==> src/design/teadec_pkg.sv <==
`default_nettype none

package teadec_pkg;

  localparam int unsigned WordW  = 32;
  localparam int unsigned Rounds = 32;
  localparam int unsigned CfgIdxW = 8;
  localparam logic [WordW-1:0] Delta = 32'h9E37_79B9;

  typedef enum logic [CfgIdxW-1:0] {
    KEY_WORD_0 = 8'd0,
    KEY_WORD_1 = 8'd1,
    KEY_WORD_2 = 8'd2,
    KEY_WORD_3 = 8'd3
  } key_idx_e;

  typedef struct packed {
    logic [WordW-1:0] left;
    logic [WordW-1:0] right;
  } blk_t;

  typedef struct packed {
    logic [WordW-1:0] k0;
    logic [WordW-1:0] k1;
    logic [WordW-1:0] k2;
    logic [WordW-1:0] k3;
  } key_t;

  // Running sum seen by a round with the given number of rounds still to go.
  function automatic logic [WordW-1:0] round_sum(input int unsigned remaining);
    longint unsigned prod;
    prod = longint'(remaining) * longint'(Delta);
    return prod[WordW-1:0];
  endfunction

endpackage

`default_nettype wire

==> src/design/teadec_outbuf.sv <==
`default_nettype none

module teadec_outbuf (
  input  wire logic              clk_i,
  input  wire logic              rst_ni,
  input  wire logic              tail_valid_i,
  input  wire teadec_pkg::blk_t  tail_i,
  output logic                   advance_o,
  output logic                   out_valid_o,
  input  wire logic              out_ready_i,
  output teadec_pkg::blk_t       out_o
);

  logic             out_valid_q;
  logic             skid_valid_q;
  teadec_pkg::blk_t out_q;
  teadec_pkg::blk_t skid_q;
  logic             push;
  logic             out_busy;

  // The pipeline moves only while the skid slot is free, so every item that
  // leaves the last stage finds a place here.
  assign advance_o = !skid_valid_q;
  assign push      = advance_o && tail_valid_i;
  assign out_busy  = out_valid_q && !out_ready_i;

  always_ff @(posedge clk_i or negedge rst_ni) begin
    if (!rst_ni) begin
      out_valid_q  <= 1'b0;
      skid_valid_q <= 1'b0;
    end else if (out_busy) begin
      if (push) begin
        skid_valid_q <= 1'b1;
      end
    end else if (skid_valid_q) begin
      out_valid_q  <= 1'b1;
      skid_valid_q <= 1'b0;
    end else begin
      out_valid_q <= push;
    end
  end

  always_ff @(posedge clk_i) begin
    if (out_busy) begin
      if (push) begin
        skid_q <= tail_i;
      end
    end else if (skid_valid_q) begin
      out_q <= skid_q;
    end else if (push) begin
      out_q <= tail_i;
    end
  end

  assign out_valid_o = out_valid_q;
  assign out_o       = out_q;

  a_skid_needs_out: assert property (@(posedge clk_i) disable iff (!rst_ni)
    skid_valid_q |-> out_valid_q)
    else $error("skid slot holds a request while the output register is empty");

  a_skid_fill: assert property (@(posedge clk_i) disable iff (!rst_ni)
    (out_busy && push) |=> skid_valid_q)
    else $error("request leaving the pipeline was not caught by the skid slot");

  a_skid_drain: assert property (@(posedge clk_i) disable iff (!rst_ni)
    (skid_valid_q && out_ready_i) |=> (!skid_valid_q && out_valid_q))
    else $error("skid slot did not move into the output register");

  a_skid_cause: assert property (@(posedge clk_i) disable iff (!rst_ni)
    $rose(skid_valid_q) |-> $past(out_valid_q && !out_ready_i))
    else $error("skid slot filled without an output stall");

endmodule

`default_nettype wire

==> config.mk <==
export PLATFORM = sky130hd
export DESIGN_NAME = teadec_outbuf
export DESIGN_NICKNAME = d
export VERILOG_FILES = /design/src/design/teadec_pkg.sv /design/src/design/teadec_outbuf.sv
export SDC_FILE = /design/constraint.sdc
export NUM_CORES = 1
export LEC_CHECK = 0
export BUFFER_PORTS_ARGS = -buffer_cell sky130_fd_sc_hd__buf_4
export CAP_MARGIN = 20
export CELL_PAD_IN_SITES_DETAIL_PLACEMENT = 1
export CELL_PAD_IN_SITES_GLOBAL_PLACEMENT = 1
export CORE_MARGIN = 8
export CORE_UTILIZATION = 46
export CTS_BUF_LIST = sky130_fd_sc_hd__clkbuf_2
export CTS_CLUSTER_DIAMETER = 200
export DETAILED_ROUTE_END_ITERATION = 12
export HOLD_SLACK_MARGIN = 0.02
export PLACE_DENSITY = 0.85
export SETUP_SLACK_MARGIN = 0.1
export SLEW_MARGIN = 0
export SYNTH_ARGS = -nofsm -noshare
export SYNTH_HDL_FRONTEND = slang
export SYNTH_SLANG_ARGS = --single-unit
==> constraint.sdc <==
create_clock -name clk_i -period 8.4 [get_ports clk_i]
set_clock_uncertainty 0.2 [all_clocks]
set_input_delay 1.68 -clock clk_i [delete_from_list [all_inputs] [get_ports clk_i]]
set_output_delay 1.68 -clock clk_i [all_outputs]
set_load 0.01 [all_outputs]
# Word level (Yosys, flattened, before mapping)
# Cells that the tools add are included.
dict set report op_classes {
  n_eq_ne 1
  muxes 5
  bitwise_logic 1
  reduce_logical 7
}
# cell count
set op_table {}
lappend op_table {{64-bit two-way mux} 2}
lappend op_table {{2-bit AND reduction} 2}
lappend op_table {{1-bit two-way mux} 3}
lappend op_table {{1-bit logical AND} 2}
lappend op_table {{1-bit logical NOT} 2}
lappend op_table {{2-bit != test, second input constant} 1}
lappend op_table {{2-bit nonzero test} 1}
lappend op_table {{1-bit inverter} 1}
dict set report totals {
  ff_bits 130
  output_inout_bits 66
}

# Logic depth before layout (Yosys ltp)
# Gate-level depths: netlist (run 1).
dict set report logic_depth {
  depth_word 4
  ltp_mapped 3
}

# Worst setup path before layout (run 1)
# No wires, ideal clock.
dict set report synth_timing {
  path_type {input port to flip-flop}
  from {input port out_ready_i}
  to {register skid_q[0] (netlist bit) (enable)}
  setup_time_ns 0.578
  t_arrival_ns 6.557
  required_time_ns 7.622
  path_slack_ns 1.065
  path_stages 2
  cell_sequence {nand2b_1 nor3b_1}
}
dict set report synth_via {
  elab_chain_cells 3
}
# element line_no
set synth_lines {}
lappend synth_lines {{start, declared} teadec_outbuf.sv:10} ;# input wire logic out_ready_i,
lappend synth_lines {{1-bit logical NOT} teadec_outbuf.sv:25} ;# assign out_busy = out_valid_q && !out_ready_i;
lappend synth_lines {{1-bit logical AND} teadec_outbuf.sv:25}
lappend synth_lines {{2-bit AND reduction (no source line)} -}
lappend synth_lines {{end signal, assigned} teadec_outbuf.sv:46} ;# skid_q <= tail_i;
lappend synth_lines {{end, declared} teadec_outbuf.sv:17} ;# teadec_pkg::blk_t skid_q;
# Every way passes these cells.
# A chain may end at the register's enable or synchronous reset.

# Worst setup path after layout (run 1)
dict set report layout_timing {
  from {register skid_valid_q}
  to {output port advance_o}
}
dict set report layout_via {
  elab_chain_cells 1
}
# element line_no
set layout_lines {}
lappend layout_lines {{start, declared} teadec_outbuf.sv:15} ;# logic skid_valid_q;
lappend layout_lines {{start signal, assigned} teadec_outbuf.sv:30} ;# skid_valid_q <= 1'b0;
lappend layout_lines {{start signal, assigned} teadec_outbuf.sv:33} ;# skid_valid_q <= 1'b1;
lappend layout_lines {{start signal, assigned} teadec_outbuf.sv:37} ;# skid_valid_q <= 1'b0;
lappend layout_lines {{1-bit logical NOT} teadec_outbuf.sv:23} ;# assign advance_o = !skid_valid_q;
lappend layout_lines {{end, declared} teadec_outbuf.sv:8} ;# output logic advance_o,
# Every way passes these cells.

==> results of run 1 <==
==> worst max path at each step <==
| stage | endpoint | slack [ns] | depth (start not counted) |
|---|---|---|---|
| floorplan | skid_q[0] | 1.07 | 2 |
| global placement | skid_q[20] | 4.97 | 4 |
| detailed placement | skid_q[23] | 4.87 | 4 |
| CTS | advance_o | 4.38 | 2 |
| global route | advance_o | 4.28 | 2 |
| finish | advance_o | 4.48 | 2 |
==> report_power, final <==
group	switching, uW	internal, uW	total, uW
Sequential	23.3	766	789
Combinational	60.9	86.4	147
Clock	216	196	412
Total	300	1050	1350
==> per-stage QoR <==
stage / hold slack, ns / instances / total power [uW] / worst slack, ns / cell area, um2
final: 0.344 / 504 / 1350 / 4.48 / 6220
after global routing: 0.374 / 504 / 1400 / 4.28 / 6220
after detailed placement: 0.332 / 472 / 955 / 4.87 / 5950
after global placement: 0.328 / 472 / 947 / 4.97 / 5950
after floorplan: 0.323 / 208 / 871 / 1.07 / 4810
after CTS: 0.352 / 504 / 1370 / 4.38 / 6220
==> metal layers <==
layer,wire [um],vias to the layer above,GRT usage [%]
met3,702,5,6.33
met2,5040,92,24.2
li1,-,1125,-
met4,46,0,4.56
met1,4070,1186,16.5
met5,0,-,0
==> state kept, by name, summed over array words and instances, names as in the netlist <==
register	flops
out_valid_o	1
skid_q	64
skid_valid_q	1
out_o	64
==> cell type report <==
type                    instances  area (um2)
fillers                       930        4010
flip-flops and latches        130        3900
repair buffers                135        1010
multi-input cells              70         870
well taps                     136         170
clock inverters                12         164
clock buffers                  20         100
inverters                       1        3.75
==> layout by cell type, fill, tap and decap left out, types with 2 or more instances in the layout <==
master,instances
buf_4,135
clkinv_2,3
mux2_2,36
bufinv_16,4
clkbuf_2,20
mux2_4,28
clkinv_1,3
edfxtp_1,128
clkinv_4,2
nor2_1,2
==> worst max-delay path, cell delays in order (launching register included) <==
cell,delay [ns]
dfrtp_4,1.14
inv_1,0.09
buf_4,0.18
==> cell families (layout without fill, tap and decap cells) <==
family                 count (synthesis)  in the layout
buffers and inverters                  8            168
flip-flops                           130            130
multiplexers                          64             64
AND/OR/NAND/NOR                        6              6
==> metrics.cfg, run 1 <==
[synthesis]
synthSimpleGateAreaFrac_pct = 0.650
synth_edf_count = 128
yosys.cell_count.top_type = edfxtp_1
yosysWarnings = 0
yosys.area.top_type = edfxtp_1
synth_ff_type = edfxtp_1
synth_nets = 276
async_reset_ff_share_pct = 1.54
synth_cell_types = 13
yosys-top-cells-count = edfxtp_1 (128), mux2_2 (36), mux2_4 (28), buf_2 (3), buf_6 (3)
synth_area_mm2 = 0.00481
seq_area_frac_synth_pct = 80.9
synth_fa_ha_area_share_pct = 0
synthesis.instances = 208
synth_mux_area_share_pct = 17.2
synth.area.top_cells = edfxtp_1 (80%), mux2_4 (8.7%), mux2_2 (8.4%), dfrtp_1 (1.0%), buf_6 (0.70%)
synth_top_area_share_pct = 79.9
synth_xor_area_share_pct = 0
synth_compound_area_share_pct = 0
synth_top_family_by_area = multiplexers
synth-seq-cells = 130
synth.avg_cell_area_um2 = 23.1

[timing]
drv_slew = 0
min_period_ns = 3.92
hold_viol = 0
max_freq_mhz = 255
tightestPinTransition_ns = 1.03
slew_headroom_pct = 31.2
fin_setup_tns_ns = 0
rsz0062_at_grt = false
finalCritPeriodShare_pct = 46.6
setup_viol = 0

[run_status]
status = complete, no violations

[clocking]
cts_tree = yes
root_buffer = clkbuf_2
clkSinkCount = 130
clk_path_buf_depth = 2
postCtsResizedCells = 0
cts_hold_buf = 0
clk_latency_ns = 0.62
cts_buffers = 17
ctsHtreeMaxLevel = 4
clk_pin_slew_ns = 0.20
post_cts_buffers = 0

[hold_path]
min_to = out_o[17]
worst_hold_path_type = flop to flop
hold_depth = 1
hp-start = skid_q[17]

[drt]
drt-pass1-iter-count = 6
via_count = 2408
drt-initial-drc-count = 86
drc_errors = 0
final_antenna_net_count = 0
vias_per_cell = 4.78
wl_per_cell_um = 19.6
wl_mm = 9.86

[global_routing]
antenna_found_initial = 0
grt_overflow = 0
grt_max_degree = 68
first_global_vias = 2827
grt_pass1_wl_mm = 15.8
grt_use_total_pct = 14.5

[setup_path]
crit_path_end_kind = output port
r2r_start = skid_valid_q
path_class = flop to output port
startpoint = skid_valid_q
cp-start-kind = flop
reg2reg_slack_ns = 5.57
crit_required_ns = 6.52
worstPathArrival_ns = 2.04
r2r_end = out_o[41]
worstRegToRegCells = 3
cp_max_fo = 67

[finish]
drive_above_1_share_pct = 62.8
antenna_cells = 0
nets = 423
final_util_pct = 60.8
syn_to_final_growth_pct = 29.3

[flow_run]
drv_cap = 0

[die]
die_area_mm2 = 0.0140
initial_utilization_pct = 47.0
die_h_um = 118
rows = 37
core_area_mm2 = 0.0102
fp.dieW_um = 118
ios = 134

[placed_design]
routabilityCongestion = 0.695
io_buffers = 133
dp_hpwl_mm = 6.82

[power_and_ir_drop]
power.density_mw_per_mm2 = 217
p_leak_uw = 0.00240
ir_worst_vdd_uv = 99.9

Power figures use the tool's default switching activity.
==> run 2: changes to the inputs <==
ABC_AREA = 1   (was not set)
CORE_UTILIZATION = 39   (was 46)
PLACE_DENSITY = 0.81   (was 0.85)
clock period = 3.2 ns   (was 8.4 ns; I/O delays follow)
==> metrics.cfg, run 2 <==
[run_status]
status = complete, no violations  ; unchanged

[synthesis]
synth_xor_area_share_pct = 0  ; unchanged
synth_area_mm2 = 0.00477  ; was 0.00481 mm2
async_reset_ff_share_pct = 1.54  ; unchanged
synth_top_family_by_area = simple AND/OR/NAND/NOR gates  ; was multiplexers
seq_area_frac_synth_pct = 81.7  ; was 80.9%
synth.area.top_cells = edfxtp_1 (81%), nand2_1 (15%), buf_4 (1.1%), dfrtp_1 (1.0%), buf_6 (0.94%)  ; was edfxtp_1 (80%), mux2_4 (8.7%), mux2_2 (8.4%), dfrtp_1 (1.0%), buf_6 (0.70%)
synth_ff_type = edfxtp_1  ; unchanged
yosys-top-cells-count = nand2_1 (195), edfxtp_1 (128), buf_4 (7), nor2_1 (5), buf_6 (4)  ; was edfxtp_1 (128), mux2_2 (36), mux2_4 (28), buf_2 (3), buf_6 (3)
synthesis.instances = 347  ; was 208
synthSimpleGateAreaFrac_pct = 15.7  ; was 0.650%
yosys.area.top_type = edfxtp_1  ; unchanged
synth-seq-cells = 130  ; unchanged
synth_compound_area_share_pct = 0  ; unchanged
synth_edf_count = 128  ; unchanged
synth_cell_types = 9  ; was 13
synth_nets = 415  ; was 276
yosysWarnings = 0  ; unchanged
synth_fa_ha_area_share_pct = 0  ; unchanged
synth_top_area_share_pct = 80.6  ; was 79.9%
yosys.cell_count.top_type = nand2_1  ; was edfxtp_1
synth_mux_area_share_pct = 0  ; was 17.2%
synth.avg_cell_area_um2 = 13.7  ; was 23.1 um2

[setup_path]
cp_top_family = flip-flops  ; unchanged
worstPathArrival_ns = 2.01  ; was 2.04 ns
r2r_start = skid_valid_q  ; unchanged
crit_chain = inv_2, buf_4  ; was inv_1, buf_4
startpoint = skid_valid_q  ; unchanged
slowest_stage = dfrtp_2  ; was dfrtp_4
crit_required_ns = 2.36  ; was 6.52 ns
path_buf_inv = 2  ; unchanged
cp_max_fo = 36  ; was 67
path_class = flop to output port  ; unchanged
slowest_delay_ns = 0.80  ; was 1.14 ns
crit_path_end_kind = output port  ; unchanged
cp-start-kind = flop  ; unchanged

[power_and_ir_drop]
netSwitchingPower_uw = 852  ; was 300 uW
finalPower_uw = 3380  ; was 1350 uW
p_clk_share_pct = 24.7  ; was 30.5%
seq_power_share_pct = 61.0  ; was 58.5%
power.density_mw_per_mm2 = 500  ; was 217 mW/mm2
internal_power_uw = 2530  ; was 1050 uW
ir_worst_vdd_uv = 307  ; was 99.9 uV
pwr-share-comb_pct = 14.3  ; was 10.9%
power.share.switching_pct = 25.2  ; was 22.3%
p_leak_uw = 0.00289  ; was 0.00240 uW

[timing]
rsz0062_at_grt = false  ; unchanged
fin_hold_ws_ns = 0.178  ; was 0.344 ns
fin_setup_tns_ns = 0  ; unchanged
setup_viol = 0  ; unchanged
min_period_ns = 2.85
slew_headroom_pct = 58.2  ; was 31.2%
hold_viol = 0  ; unchanged
drv_slew = 0  ; unchanged
tightestPinTransition_ns = 0.627  ; was 1.03 ns
finalCritPeriodShare_pct = 89.0
max_freq_mhz = 351

[drt]
drt-initial-drc-count = 190  ; was 86
drc_errors = 0  ; unchanged
final_antenna_net_count = 0  ; unchanged
wl_per_cell_um = 17.5  ; was 19.6 um
drt-pass1-iter-count = 4  ; was 6
via_count = 3251  ; was 2408
wl_mm = 12.5  ; was 9.86 mm
vias_per_cell = 4.54  ; was 4.78

[clocking]
cts_buffers = 17  ; unchanged
root_buffer = clkbuf_2  ; unchanged
cts_tree = yes  ; unchanged
ctsHtreeMaxLevel = 4  ; unchanged
postCtsResizedCells = 0  ; unchanged
post_cts_buffers = 0  ; unchanged
clk_latency_ns = 0.66  ; was 0.62 ns
clk_pin_slew_ns = 0.17  ; was 0.20 ns
clk_path_buf_depth = 2  ; unchanged
clkSinkCount = 130  ; unchanged

[global_routing]
grt_use_total_pct = 16.3  ; was 14.5%
grt_overflow = 0  ; unchanged
first_global_vias = 3692  ; was 2827
antenna_found_initial = 0  ; unchanged
grt_pass1_wl_mm = 20.0  ; was 15.8 mm
grt_max_degree = 65  ; was 68

[flow_run]
drv_cap = 0  ; unchanged

[finish]
syn_to_final_growth_pct = 41.7  ; was 29.3%
layout_common_cells = nand2_1 (195), buf_4 (135), edfxtp_1 (128), dlygate4sd3_1 (67), clkbuf_2 (22)  ; was buf_4 (135), edfxtp_1 (128), mux2_2 (36), mux2_4 (28), clkbuf_2 (20)
final_util_pct = 56.5  ; was 60.8%
fillers = 1199  ; was 930
stdcell_area_mm2 = 0.00676  ; was 0.00622 mm2
antenna_cells = 0  ; unchanged
final_common_cell = nand2_1  ; was buf_4
drive_above_1_share_pct = 29.3  ; was 62.8%
nets = 624  ; was 423

[hold_path]
hp-start = out_ready_i  ; was skid_q[17]
worst_hold_path_type = primary input to flop  ; was flop to flop

[die]
rows = 40  ; was 37
fp.dieW_um = 127  ; was 118 um
initial_utilization_pct = 39.9  ; was 47.0%
die_area_mm2 = 0.0160  ; was 0.0140 mm2
core_area_mm2 = 0.0120  ; was 0.0102 mm2
ios = 134  ; unchanged
die_h_um = 127  ; was 118 um

[placed_design]
io_buffers = 133  ; unchanged
dp_hpwl_mm = 7.60  ; was 6.82 mm
routabilityCongestion = 0.704  ; was 0.695
placed_area_mm2 = 0.00591  ; was 0.00595 mm2

-- run 2: changes by cell type after synthesis, sizes merged --
cell,previous run,this run
nor3b,1,0
nor2,2,5
mux2,64,0
nand2,1,195
nand2b,1,0
buf,7,14
inv,1,3
nor2b,1,0
-- run 2: cell families after synthesis --
family,Yosys count
buffers and inverters,17
DFF,130
and+or+nand+nor,200
-- run 2: worst paths after layout --
kind                           endpoint  slack [ns]  depth (start not counted)
max in group asynchronous  skid_valid_q        2.03                          3
setup reg to reg             skid_q[35]        0.96                          4
hold reg to reg               out_o[10]        0.32                          2
min in group asynchronous  skid_valid_q        0.63                          3
setup / recovery              advance_o        0.35                          2
hold / removal             skid_valid_q        0.18                          4
-- run 2: timing repair --
item / CTS / global route
hold buffers: 67 / 0
setup endpoints to repair: 0 / 0
hold endpoints to repair: 132 / 0
-- run 2: stage by stage --
stage | std cells | worst slack, ns
after floorplan | 347 | 0.132
after global placement | 617 | 1.07
after detailed placement | 617 | 0.997
after CTS | 716 | 0.241
after global routing | 716 | 0.140
final | 716 | 0.352
-- run 2: per-layer routing --
layer / track usage (%) / wire [um] / vias up
met5: 0 / 0 / -
met4: 6.16 / 192 / 0
met3: 5.66 / 773 / 17
met2: 29.5 / 6680 / 99
met1: 17.0 / 4870 / 1544
li1: - / - / 1591
-- run 2: cell type report --
type                    count  area (um2)  area share, %
repair buffers            204        1720           25.5
inverters                   3        11.3          0.167
flip-flops and latches    130        3890           57.6
multi-input cells         200         766           11.3
well taps                 147         184           2.72
clock inverters            10        67.6           1.00
clock buffers              22         110           1.63
-- run 2: tightest hold or removal path: cells and delay by family --
family | cells | cell delay (ns)
AND/OR/NAND/NOR | 2 | 0.25
buffers and inverters | 2 | 0.14
-- run 2: power by group through the flow --
stage | Combinational [uW] | Clock (uW) | Sequential (uW)
floorplan | 147 | 0 | 2130
global placement | 402 | 0 | 2090
detailed placement | 421 | 0 | 2100
CTS | 487 | 867 | 2060
global route | 531 | 917 | 2070
finish | 484 | 835 | 2060
