===== config.mk =====
export PLATFORM = sky130hd
export DESIGN_NAME = teadec_stage
export DESIGN_NICKNAME = d
export VERILOG_FILES = /design/src/design/teadec_pkg.sv /design/src/design/teadec_stage.sv
export SDC_FILE = /design/constraint.sdc
export NUM_CORES = 1
export LEC_CHECK = 0
export BUFFER_PORTS_ARGS = -buffer_cell sky130_fd_sc_hd__buf_2
export CAP_MARGIN = 40
export CORE_MARGIN = 2
export CORE_UTILIZATION = 50
export DETAILED_ROUTE_END_ITERATION = 7
export GPL_TIMING_DRIVEN = 0
export PLACE_DENSITY = 0.77
export SYNTH_ARGS = -nofsm -noshare
export SYNTH_HDL_FRONTEND = slang
export SYNTH_SLANG_ARGS = --single-unit

===== constraint.sdc =====
create_clock -name clk_i -period 1.1 [get_ports clk_i]
set_clock_uncertainty 0.1 [all_clocks]
set_input_delay 0.22 -clock clk_i [delete_from_list [all_inputs] [get_ports clk_i]]
set_output_delay 0.22 -clock clk_i [all_outputs]
set_load 0.1 [all_outputs]

===== src/design/teadec_pkg.sv =====
`default_nettype none

package teadec_pkg;

  localparam int unsigned WordW  = 32;
  localparam int unsigned Rounds = 32;
  localparam int unsigned CfgIdxW = 8;
  localparam logic [WordW-1:0] Delta = 32'h9E37_79B9;

  typedef enum logic [CfgIdxW-1:0] {
    KEY_WORD_0 = 8'd0,
    KEY_WORD_1 = 8'd1,
    KEY_WORD_2 = 8'd2,
    KEY_WORD_3 = 8'd3
  } key_idx_e;

  typedef struct packed {
    logic [WordW-1:0] left;
    logic [WordW-1:0] right;
  } blk_t;

  typedef struct packed {
    logic [WordW-1:0] k0;
    logic [WordW-1:0] k1;
    logic [WordW-1:0] k2;
    logic [WordW-1:0] k3;
  } key_t;

  // Running sum seen by a round with the given number of rounds still to go.
  function automatic logic [WordW-1:0] round_sum(input int unsigned remaining);
    longint unsigned prod;
    prod = longint'(remaining) * longint'(Delta);
    return prod[WordW-1:0];
  endfunction

endpackage

`default_nettype wire


===== src/design/teadec_stage.sv =====
`default_nettype none

module teadec_stage (
  input  wire logic                         clk_i,
  input  wire logic                         rst_ni,
  input  wire logic                         en_i,
  input  wire logic                         valid_i,
  input  wire logic [teadec_pkg::WordW-1:0] src_i,
  input  wire logic [teadec_pkg::WordW-1:0] dst_i,
  input  wire logic [teadec_pkg::WordW-1:0] sum_i,
  input  wire logic [teadec_pkg::WordW-1:0] ka_i,
  input  wire logic [teadec_pkg::WordW-1:0] kb_i,
  output logic                              valid_o,
  output logic [teadec_pkg::WordW-1:0]      src_o,
  output logic [teadec_pkg::WordW-1:0]      dst_o
);

  logic                         valid_q;
  logic [teadec_pkg::WordW-1:0] src_q;
  logic [teadec_pkg::WordW-1:0] dst_q;
  logic [teadec_pkg::WordW-1:0] mix;
  logic [teadec_pkg::WordW-1:0] dst_d;

  always_comb begin
    mix   = ((src_i << 4) + ka_i) ^ (src_i + sum_i) ^ ((src_i >> 5) + kb_i);
    dst_d = dst_i - mix;
  end

  always_ff @(posedge clk_i or negedge rst_ni) begin
    if (!rst_ni) begin
      valid_q <= 1'b0;
    end else if (en_i) begin
      valid_q <= valid_i;
    end
  end

  always_ff @(posedge clk_i) begin
    if (en_i) begin
      src_q <= src_i;
      dst_q <= dst_d;
    end
  end

  assign valid_o = valid_q;
  assign src_o   = src_q;
  assign dst_o   = dst_q;

endmodule

`default_nettype wire


# Yosys cells after proc, flatten, opt, wreduce, memory -nomap -nowiden
# Index checks and enable logic that the tools add are counted.
[classes]
bitwise_logic = 2
add_sub_neg = 4
[ops]
columns = ["cell", "count"]
rows = [
  ["32-bit adder", 2],
  ["32-bit XOR", 2],
  ["27-bit by 32-bit adder with 32-bit output", 1],
  ["32-bit subtractor", 1],
]
[totals]
wordCells = 9
reg_bits = 65
in_bits = 164

# Longest topological paths before layout
# Gate-level depths: netlist of the first run.
[depth]
word_depth = 4
ltp_mapped = 22
mapped_depth_nobuf = 22

# Worst setup path after synthesis of the first run
# Ideal clock, no wire load.
[synth_timing]
path_type = "input port to flip-flop"
from = "input port src_i[0] (netlist bit)"
to = "register dst_q (netlist bit dst_o[29]) (data pin)"
path_slack_ps = -3120
t_arrival_ps = 3962
setup_time_ps = 158
path_stages = 22
cell_sequence = "ha_1 -> inv_1 -> fa_1 -> nor2b_1 -> o2111ai_1 -> a41oi_1 -> nor2_1 -> o21bai_1 -> a21oi_1 -> xor2_1 -> xnor2_1 -> xnor2_1 -> ha_1 -> a21o_1 -> a311oi_1 -> o21a_1 -> a21boi_0 -> a21boi_1 -> o21ai_1 -> nand3b_1 -> a2111o_1 -> o211ai_1"
[synth_via]
elab_chain_cells = 4
word_cells_on_any_way = 5
cone_classes = "3 x add/sub; 2 x bitwise"
[synth_lines]
columns = ["item", "line_no", "rtl"]
rows = [
  ["start: declaration", "teadec_stage.sv:8", "input wire logic [teadec_pkg::WordW-1:0] src_i,"],
  ["32-bit adder", "teadec_stage.sv:25", "mix = ((src_i << 4) + ka_i) ^ (src_i + sum_i) ^ ((src_i >> 5) + kb_i);"],
  ["32-bit XOR (*) (2 in series)", "teadec_stage.sv:25", ""],
  ["32-bit subtractor (*)", "teadec_stage.sv:26", "dst_d = dst_i - mix;"],
  ["named net dst_d (one bit)", "teadec_stage.sv:22", "logic [teadec_pkg::WordW-1:0] dst_d;"],
  ["end signal: assignment", "teadec_stage.sv:40", "dst_q <= dst_d;"],
  ["end: declaration", "teadec_stage.sv:20", "logic [teadec_pkg::WordW-1:0] dst_q;"],
]
# The timed path passes the listed nets; every way through them passes the cells marked *.
# A chain may end at the register's enable or synchronous reset.

# Worst setup path after layout of the first run
# Same ends and word-level chain as after synthesis.

==> impl_metrics.tcl, run 1 <==
set metrics [dict create \
    final-setup-viol-count 97 \
    clock-sinks 65 \
    die_extent_in_x_um 132.8 \
    total_number_of_nets_in_the_final_design 1489 \
    hold_start "src_i[30]" \
    stdcell_count 1434 \
    postSynthAreaPerCell_um2 9.112 \
    synth_fp_nets 1194 \
    regToRegSetupSlack_ns 0.12 \
    portion_of_the_post_synthesis_area_used_by_sequential_elements_pct 23.48 \
    dieArea_mm2 0.01763 \
    leading_cell_type_in_the_layout_fill_and_taps_excluded "sky130_fd_sc_hd__buf_2" \
    fin_crit_ns 4.221 \
    final_layout_size_suffix_gt1_share_pct 38.51 \
    ant_nets 0 \
    ys.flop_type "sky130_fd_sc_hd__edfxtp_1" \
    most-common-layout-cells "sky130_fd_sc_hd__buf_2 (155), sky130_fd_sc_hd__xnor2_1 (124), sky130_fd_sc_hd__buf_6 (87)" \
    cts-root-to-sink-buffers 2 \
    syn-instance-count 910 \
    violations "setup timing" \
    first_global_vias 8117 \
    ys_types 64 \
    pwr_density_cell_mw_per_mm2 2483 \
    r2r_start "valid_o" \
    fin_setup_tns_ns -82.52 \
    pwr-share-seq_pct 14.5 \
    worst-endpoint-arrival_ns 4.29 \
    layout-area-overhead-vs-synth_pct 44.64 \
    synth_enable_flop_cells 64 \
    cts.clk_slew.worst_paths_ns 0.06 \
    syn_area_mm2 0.008292 \
    firstDrtPassIters 5 \
    largest_net_degree_at_the_start_of_global_routing 43 \
    power_mw 29.78 \
    dpl.cell_count 1359 \
    period_share_pct 383.8 \
    postSynthRegisterBits 65 \
    ctsHtreeMaxLevel 3 \
    post-route-cell-area_mm2 0.01199 \
    dp_hpwl_um 20400 \
    cellInternalPower_mw 14.60 \
    synth-async-reset-ratio_pct 1.538 \
    placement.setup.worst_slack_ns -3.961 \
    hold_viol 0 \
    detailed_place.area_mm2 0.009896 \
    port_buffers 228 \
    post-route-drc-count 0 \
    clock_insertion_delay_worst_skew_ns 0.33 \
    min-delay-path-class "in2reg" \
    post_drt_wl_per_cell_um 20.45 \
    die_y_um 132.8 \
    grt-ovfl-total 0 \
    drt_iter0_markers 684 \
    worst_hold_path.num_cells 1 \
    hold-path-endpoint "src_o[30]" \
    cellLeakagePower_nw 5.187 \
    comb_power_share_pct 76.0 \
    status "finished, violations left" \
    initial_core_util_pct 50.54 \
    critical_path_class "in2reg" \
    route.vias.total 8618 \
    core_footprint_mm2 0.01641 \
    switchingPower_mw 15.18 \
    postRouteWirelength_um 29320 \
    cts_root_buffer "sky130_fd_sc_hd__clkbuf_16" \
    tightest_slew_ns 0.5172 \
    vdd_ir_drop_max_mv 2.057 \
    groute.usage.overall_pct 30.46 \
    postLayoutSetupSlackWorst_ns -3.121 \
    slew-limit-headroom_pct 65.29 \
    max-cap-violations 0 \
    crit_start "src_i[0]" \
    place_congestion 0.9929 \
    grt_antenna_before_repair 4 \
    crit_fanout 3 \
    wire_length_of_the_first_global_routing_pass_um 41910 \
    regToRegEndpoint "valid_o" \
    via_per_inst 6.010 \
    io_pins 229 \
    timing.final.max_slew_violations 0 \
    netSwitchingFraction_pct 50.98 \
    critPathLaunchType "input pin" \
    setup.worst_path.end_class "flip-flop" \
    rsz0062_at_grt "true" \
    layout.filler_cells 1142 \
    cts_tree "yes" \
    placement_rows 47 \
    ff2ff_path_depth 1 \
    synthesis.yosys.warnings 0 \
    cts_bufs_inserted 9 \
    pwr-share-clk_pct 9.5 \
    worst-endpoint-required_ns 1.17 \
    max_freq_mhz 236.9 \
]
-- sequential cells by signal, indices dropped and copies added (netlist names) --
| signal | cells |
|---|---|
| src_o | 32 |
| valid_o | 1 |
| dst_o | 32 |
-- worst max-delay path, cell delays in order --
cell	delay [ns]
sky130_fd_sc_hd__buf_8	0.10
sky130_fd_sc_hd__buf_6	0.11
sky130_fd_sc_hd__ha_4	0.16
sky130_fd_sc_hd__inv_2	0.05
sky130_fd_sc_hd__fa_2	0.18
sky130_fd_sc_hd__nand2b_4	0.14
sky130_fd_sc_hd__a21oi_4	0.06
sky130_fd_sc_hd__o211ai_1	0.22
sky130_fd_sc_hd__nand2b_1	0.15
sky130_fd_sc_hd__a21o_1	0.20
sky130_fd_sc_hd__a21o_1	0.22
sky130_fd_sc_hd__a21o_1	0.21
sky130_fd_sc_hd__a21oi_2	0.16
sky130_fd_sc_hd__xnor2_2	0.15
sky130_fd_sc_hd__ha_1	0.30
sky130_fd_sc_hd__a21o_1	0.20
sky130_fd_sc_hd__a311oi_2	0.28
sky130_fd_sc_hd__o21a_1	0.18
sky130_fd_sc_hd__a21boi_1	0.06
sky130_fd_sc_hd__a21boi_4	0.14
sky130_fd_sc_hd__o21ai_2	0.14
sky130_fd_sc_hd__nand3b_1	0.14
sky130_fd_sc_hd__a2111o_1	0.38
sky130_fd_sc_hd__o211ai_1	0.11
-- kinds of logic (layout without fill, tap and decap cells) --
| kind of cell | Yosys count | count (layout) | share of synthesized area (%) |
|---|---|---|---|
| AND/OR/NAND/NOR | 212 | 212 | 13.04 |
| XOR/XNOR | 175 | 175 | 19.15 |
| adder cells (fa/ha/maj) | 120 | 120 | 18.47 |
| flip-flops | 65 | 65 | 23.48 |
| multiplexers | 1 | 1 | 0.1358 |
| buffers and inverters | 35 | 335 | 1.599 |
| AO/OA/AOI/OAI | 302 | 302 | 24.13 |
| other | 0 | 4 | 0 |
-- per-stage QoR --
stage | utilization [%] | hold WS [ns]
after floorplan | - | -0.1756
after global placement | 60.19 | -0.1060
after detailed placement | 60.31 | -0.1037
after CTS | 70.39 | 0.002079
after global routing | 73.10 | 0.005527
final | 73.10 | 0.01559
-- cells in the mapped netlist (5+ instances only) --
master / count / area, um^2
sky130_fd_sc_hd__xnor2_1: 140 / 1226
sky130_fd_sc_hd__ha_1: 116 / 1451
sky130_fd_sc_hd__a21oi_1: 86 / 430.4
sky130_fd_sc_hd__edfxtp_1: 64 / 1922
sky130_fd_sc_hd__a21o_1: 59 / 442.9
sky130_fd_sc_hd__nand2_1: 53 / 198.9
sky130_fd_sc_hd__o21ai_0: 52 / 260.3
sky130_fd_sc_hd__nor2_1: 48 / 180.2
sky130_fd_sc_hd__inv_1: 31 / 116.4
sky130_fd_sc_hd__xor2_1: 31 / 271.5
sky130_fd_sc_hd__nand2b_1: 17 / 106.4
sky130_fd_sc_hd__nor3_1: 15 / 75.07
sky130_fd_sc_hd__o21bai_1: 15 / 112.6
sky130_fd_sc_hd__nand3_1: 14 / 70.07
sky130_fd_sc_hd__a31oi_1: 13 / 81.33
sky130_fd_sc_hd__nor2b_1: 13 / 81.33
sky130_fd_sc_hd__o21a_1: 13 / 97.59
sky130_fd_sc_hd__nand4_1: 12 / 75.07
sky130_fd_sc_hd__and3_1: 11 / 68.82
sky130_fd_sc_hd__or3_1: 7 / 43.79
sky130_fd_sc_hd__a211oi_1: 6 / 45.04
sky130_fd_sc_hd__o211ai_1: 6 / 45.04
sky130_fd_sc_hd__and2_1: 5 / 31.28
-- how the worst max path moves through the flow --
stage / slack, ns / depth (start not counted) / endpoint
6_report: -3.12 / 24 / dst_o[29]
4_1_cts: -3.01 / 23 / dst_o[29]
5_1_grt: -3.25 / 24 / dst_o[29]
3_5_place_dp: -3.96 / 23 / dst_o[29]
2_1_floorplan: -3.00 / 22 / dst_o[29]
3_3_place_gp: -3.88 / 23 / dst_o[29]
-- metal layers --
| layer | vias to the layer above | part of all wire [%] | global-route usage, % |
|---|---|---|---|
| met3 | 85 | 8.5 | 5.172 |
| met4 | 0 | 3.4 | 10.75 |
| met1 | 4043 | 41 | 41.31 |
| li1 | 4007 | - | - |
| met2 | 483 | 47 | 49.14 |
| met5 | - | 0 | 0 |
-- repair_timing --
action | CTS | global route
hold buffers | 3 | 0
pin swaps | 67 | 48
endpoints found under the setup margin | 139 | 97
setup buffers | 48 | 18
endpoints found under the hold margin | 3 | 0
gates resized for setup | 256 | 78
-- final cells by class --
cell class                 count  area [um^2]  area share (%)
tap                          220        275.3           2.295
multi-input combinational    810         7197           60.01
timing repair buffer         286         2141           17.85
buffer                         2        8.758         0.07303
clock buffer                  11        252.7           2.107
clock inverter                 5        38.79          0.3234
antenna                        4        10.01         0.08346
inverter                      31        118.9          0.9911
sequential                    65         1951           16.26
-- power by group through the flow --
| stage | combinational, mW | sequential [mW] | clock, mW |
|---|---|---|---|
| 2_1_floorplan | 9.25 | 9.37 | 0 |
| 3_3_place_gp | 17.3 | 4.14 | 0 |
| 3_5_place_dp | 17.4 | 4.16 | 0 |
| 4_1_cts | 20.6 | 4.30 | 2.87 |
| 5_1_grt | 23.7 | 4.40 | 2.97 |
| 6_report | 22.6 | 4.31 | 2.83 |
Power figures use the tool's default switching activity.
==> run 2: changes to the inputs <==
--- a/config.mk
+++ b/config.mk
@@ -12,6 +12,7 @@
 export DETAILED_ROUTE_END_ITERATION = 7
 export GPL_TIMING_DRIVEN = 0
 export PLACE_DENSITY = 0.77
+export SETUP_SLACK_MARGIN = 0.05
 export SYNTH_ARGS = -nofsm -noshare
 export SYNTH_HDL_FRONTEND = slang
 export SYNTH_SLANG_ARGS = --single-unit
==> run 2 against run 1 <==
Net effect:
- sequential share of layout area shrank 0.28 points
- cell count is 1.1% higher
- clock power barely moved
- critical endpoint unchanged
- the flow still finishes with violations (setup timing)
- non-clock buffer count grew 16
- sequential power is essentially flat
- highest routed layer unchanged
==> impl_metrics.tcl, run 2 (same netlist as run 1, synthesis figures left out) <==
set metrics [dict create \
    post_drt_wl_per_cell_um 20.90 \
    timing.final.max_slew_violations 0 \
    postLayoutSetupSlackWorst_ns -3.218 \
    post-route-drc-count 0 \
    cts-root-to-sink-buffers 2 \
    violations "setup timing" \
    ff2ff_path_depth 1 \
    final-setup-viol-count 97 \
    r2r_start "valid_o" \
    ant_nets 0 \
    max_freq_mhz 231.6 \
    dp_hpwl_um 20400 \
    slowest_delay_ns 0.41 \
    max-cap-violations 0 \
    layout.filler_cells 1096 \
    vdd_ir_drop_max_mv 2.319 \
    cts_bufs_inserted 9 \
    hold_start "src_i[30]" \
    first_global_vias 8041 \
    placement_rows 47 \
    most-common-layout-cells "sky130_fd_sc_hd__buf_2 (155), sky130_fd_sc_hd__xnor2_1 (122), sky130_fd_sc_hd__buf_6 (84)" \
    worstPathCellList "buf_8, ha_4, inv_2, fa_2, nor2b_4, o2111ai_4, a41oi_4, nor2_4, o21bai_1, a21oi_2, xor2_1, xnor2_1, xnor2_1, ha_1, a21o_1, buf_4, o21bai_1, o21a_1, a21boi_1, a21boi_4, o21ai_2, nand3b_1, a2111o_1, o211ai_1" \
    min-delay-path-class "in2reg" \
    cts.clk_slew.worst_paths_ns 0.06 \
    worst_hold_path.num_cells 1 \
    crit_fanout 3 \
    grt_antenna_before_repair 4 \
    route.vias.total 8745 \
    critical_path_class "in2reg" \
    die_y_um 132.8 \
    ctsHtreeMaxLevel 3 \
    place_congestion 0.9929 \
    postRouteWirelength_um 30300 \
    rsz0062_at_grt "true" \
    tightest_slew_ns 0.5460 \
    setup.worst_path.end_class "flip-flop" \
    core_footprint_mm2 0.01641 \
    firstDrtPassIters 5 \
    total_number_of_nets_in_the_final_design 1505 \
    hold_viol 0 \
    critPathSlowestCell "sky130_fd_sc_hd__fa_2" \
    worst-endpoint-arrival_ns 4.39 \
    critPathLaunchType "input pin" \
    cts_root_buffer "sky130_fd_sc_hd__clkbuf_16" \
    slew-limit-headroom_pct 63.35 \
    grt-ovfl-total 0 \
    clock-sinks 65 \
    period_share_pct 392.6 \
    status "finished, violations left" \
    initial_core_util_pct 50.54 \
    layout-area-overhead-vs-synth_pct 47.16 \
    crit_start "src_i[0]" \
    fin_setup_tns_ns -83.84 \
    final_layout_size_suffix_gt1_share_pct 40.05 \
    via_per_inst 6.031 \
    drt_iter0_markers 796 \
    dieArea_mm2 0.01763 \
    largest_net_degree_at_the_start_of_global_routing 43 \
    finalCoreUtilization_pct 74.37 \
    fin_crit_ns 4.318 \
    leading_cell_type_in_the_layout_fill_and_taps_excluded "sky130_fd_sc_hd__buf_2" \
    cts_tree "yes" \
    port_buffers 228 \
    die_extent_in_x_um 132.8 \
    io_pins 229 \
    groute.usage.overall_pct 30.31 \
    worst-endpoint-required_ns 1.17 \
    wire_length_of_the_first_global_routing_pass_um 41770 \
    pwr_density_cell_mw_per_mm2 2511 \
    clock_insertion_delay_worst_skew_ns 0.33 \
    cellLeakagePower_nw 5.295 \
]
==> run 2: cell types whose count changed in the layout (fill, tap and decap cells not counted), sizes merged <==
| cell | previous run | this run |
|---|---|---|
| buf | 284 | 297 |
| clkbuf | 12 | 15 |
==> run 2: timing repair <==
action,in CTS,in global routing
buffers inserted,44,31
gates cloned,0,1
pin swaps,75,70
hold buffers,3,0
hold endpoints to repair,3,0
setup endpoints to repair,139,98
resized for setup,250,95
==> run 2: cell type report <==
class | count | area (um^2) | share of cell area (%)
diodes | 4 | 10.01 | 0.08203
flip-flops and latches | 65 | 1951 | 15.99
clock inverters | 5 | 38.79 | 0.3179
clock buffers | 11 | 252.7 | 2.071
well taps | 220 | 275.3 | 2.256
plain buffers | 3 | 16.27 | 0.1333
multi-input cells | 810 | 7264 | 59.54
inverters | 31 | 118.9 | 0.9742
repair buffers | 301 | 2275 | 18.64
==> run 2: power breakdown <==
part / total, mW / leakage, nW / internal [mW] / switching [mW]
Sequential: 4.33 / 0.637 / 3.99 / 0.335
Combinational: 23.5 / 4.52 / 9.39 / 14.1
Clock: 2.84 / 0.142 / 1.66 / 1.18
==> run 2: per-stage QoR <==
stage	setup slack (ns)	cell area [um^2]	total power, mW	hold slack [ns]	instances
final	-3.218	12200	30.63	0.01239	1450
after global routing	-3.378	12200	32.02	0.006067	1450
after CTS	-3.017	11470	27.55	0.002079	1417
after detailed placement	-3.961	9896	21.60	-0.1037	1359
after global placement	-3.877	9876	21.43	-0.1060	1358
after floorplan	-3.002	8459	18.62	-0.1756	910
==> run 2: metal layers <==
metal	global-route usage, %	up-vias	part of all wire [%]
li1	-	4043	-
met1	41.48	4114	41
met2	49.34	483	47
met3	4.751	105	7.9
met4	9.438	0	4.1
met5	0	-	0
==> run 2: final timing paths <==
check / slack, ns / endpoint
max: -3.22 / dst_o[29]
min: 0.01 / src_o[30]
max reg2reg: 0.13 / valid_o
min reg2reg: 0.51 / valid_o
max in group asynchronous: 0.69 / valid_o
min in group asynchronous: 0.11 / valid_o
==> run 2: critical path: cells and delay by family <==
kind / cells / cell delay [ns]
simple gates: 3 / 0.35
buf+inv: 3 / 0.27
compound gates: 12 / 2.05
fa+ha+maj: 3 / 0.84
xor+xnor: 3 / 0.63
==> run 3: changes to the inputs <==
--- a/config.mk
+++ b/config.mk
@@ -5,7 +5,7 @@
 export SDC_FILE = /design/constraint.sdc
 export NUM_CORES = 1
 export LEC_CHECK = 0
-export BUFFER_PORTS_ARGS = -buffer_cell sky130_fd_sc_hd__buf_2
+export BUFFER_PORTS_ARGS = -buffer_cell sky130_fd_sc_hd__buf_4
 export CAP_MARGIN = 40
 export CORE_MARGIN = 2
 export CORE_UTILIZATION = 50
==> run 3 against run 2 <==
Net effect:
- the flow still finishes with violations (setup timing)
- hold slack got worse by 0.0081 ns
- flip-flop and latch count unchanged
- wire length increased by 20%
- combinational power increased by 12%
- sequential power increased by 0.9%
- cell area increased by 8.2%
- worst setup slack got worse by 0.13 ns
- utilization increased by 6.1 points
- via count increased by 7.9%
- non-clock buffer count increased by 28
- global-route usage increased by 4.7 points
- clock-buffer cell count decreased by 1
- critical path type unchanged
- critical endpoint is now dst_o[25]
==> impl_metrics.tcl, run 3 (same netlist as run 1, synthesis figures left out) <==
set metrics [dict create \
    power_mw 34.20 \
    core_footprint_mm2 0.01641 \
    hold_start "src_i[21]" \
    max-cap-violations 0 \
    die_y_um 132.8 \
    regToRegEndpoint "valid_o" \
    max_freq_mhz 224.6 \
    final-setup-viol-count 97 \
    min-delay-path-class "in2reg" \
    diodes 0 \
    wire_length_of_the_first_global_routing_pass_um 47560 \
    crit_fanout 4 \
    pwr_density_cell_mw_per_mm2 2590 \
    layout-area-overhead-vs-synth_pct 59.27 \
    placement_rows 47 \
    rsz0062_at_grt "true" \
    fin_crit_ns 4.452 \
    ant_nets 0 \
    timing.final.max_slew_violations 0 \
    firstDrtPassIters 8 \
    ff_latch_area_mm2 0.001951 \
    critPathLaunchType "input pin" \
    ff2ff_path_depth 1 \
    worst_hold_path.num_cells 1 \
    critPathSlowestCell "sky130_fd_sc_hd__fa_2" \
    route.vias.total 9435 \
    postRouteWirelength_um 36250 \
    groute.usage.overall_pct 35.02 \
    largest_net_degree_at_the_start_of_global_routing 66 \
    via_per_inst 6.401 \
    worst-endpoint-required_ns 1.09 \
    post-route-cell-area_mm2 0.01321 \
    slew-limit-headroom_pct 54.43 \
    critical_path_class "in2reg" \
    violations "setup timing" \
    placement.setup.worst_slack_ns -3.877 \
    grt_antenna_before_repair 0 \
    cts.clk_slew.worst_paths_ns 0.06 \
    cellLeakagePower_nw 5.706 \
    final_layout_size_suffix_gt1_share_pct 42.66 \
    place_congestion 0.9606 \
    slowest_delay_ns 0.40 \
    multi_input_comb_area_mm2 0.007547 \
    cp_top_family "compound AO/OA/AOI/OAI gates" \
    cts_bufs_inserted 9 \
    initial_core_util_pct 50.54 \
    cts_tree "yes" \
    fin_setup_tns_ns -89.51 \
    regToRegSetupSlack_ns 0.09 \
    setup.worst_path.end_class "flip-flop" \
    dpl.cell_count 1358 \
    post_drt_wl_per_cell_um 24.59 \
    hold_viol 0 \
    clock_insertion_delay_worst_skew_ns 0.35 \
    r2r_start "valid_o" \
    grt-ovfl-total 0 \
    most-common-layout-cells "sky130_fd_sc_hd__buf_4 (204), sky130_fd_sc_hd__xnor2_1 (112), sky130_fd_sc_hd__buf_6 (104)" \
    status "finished, violations left" \
    period_share_pct 404.7 \
    tightest_slew_ns 0.6835 \
    cts_root_buffer "sky130_fd_sc_hd__clkbuf_16" \
    dp_hpwl_um 21140 \
    first_global_vias 8634 \
    port_buffers 228 \
    clock-sinks 65 \
    postLayoutSetupSlackWorst_ns -3.352 \
    post-route-drc-count 0 \
    path_buf_inv 4 \
    cts-root-to-sink-buffers 2 \
    stdcell_count 1474 \
    die_extent_in_x_um 132.8 \
    leading_cell_type_in_the_layout_fill_and_taps_excluded "sky130_fd_sc_hd__buf_4" \
    total_number_of_nets_in_the_final_design 1533 \
    layout.filler_cells 971 \
    drt_iter0_markers 920 \
    io_pins 229 \
    dieArea_mm2 0.01763 \
    detailed_place.area_mm2 0.01045 \
    worst-endpoint-arrival_ns 4.44 \
    ctsHtreeMaxLevel 3 \
    hold-path-endpoint "src_o[21]" \
    vdd_ir_drop_max_mv 2.239 \
]
-- run 3: layout make-up --
| class | instances | area share (%) |
|---|---|---|
| multi-input combinational | 810 | 57.15 |
| timing repair buffer | 329 | 22.43 |
| sequential | 65 | 14.77 |
| tap | 220 | 2.084 |
| clock buffer | 10 | 1.810 |
| inverter | 31 | 0.9000 |
| clock inverter | 6 | 0.6821 |
| buffer | 3 | 0.1705 |
-- run 3: per-layer routing --
metal  up-vias  global-route usage (%)  routed length (um)
li1       4087                       -                   -
met1      4507                   45.91               13910
met2       668                   58.09               16850
met3       173                   5.785                3296
met4         0                   13.26                2196
met5         -                       0                   0
-- run 3: worst max path at each step --
stage	slack, ns	to	cells after the start	from
after detailed placement	-3.88	dst_o[29]	23	src_i[0]
after CTS	-3.09	dst_o[29]	23	src_i[0]
after global routing	-3.43	dst_o[31]	21	src_i[13]
final	-3.35	dst_o[25]	25	src_i[0]
after global placement	-3.81	dst_o[31]	19	src_i[16]
after floorplan	-3.00	dst_o[29]	22	src_i[5]
-- run 3: report_power, final --
group / switching (mW) / internal (mW) / leakage, nW
combinational: 15.7 / 10.7 / 4.91
clock: 1.35 / 2.06 / 0.159
sequential: 0.378 / 3.99 / 0.637
total: 17.5 / 16.7 / 5.71
-- run 3: what timing repair did --
item,4_1_cts,5_1_grt
hold endpoints to repair,13,2
hold buffers,13,2
resized for setup,230,118
endpoints found under the setup margin,98,97
setup buffers,78,36
pin swaps,118,96
-- run 3: metrics by stage --
step | utilization, % | hold WS [ns]
final | 80.49 | 0.004316
after global routing | 80.49 | 0.006401
after CTS | 76.18 | 0.001266
after detailed placement | 63.67 | -0.1035
after global placement | 63.67 | -0.1051
after floorplan | - | -0.1756
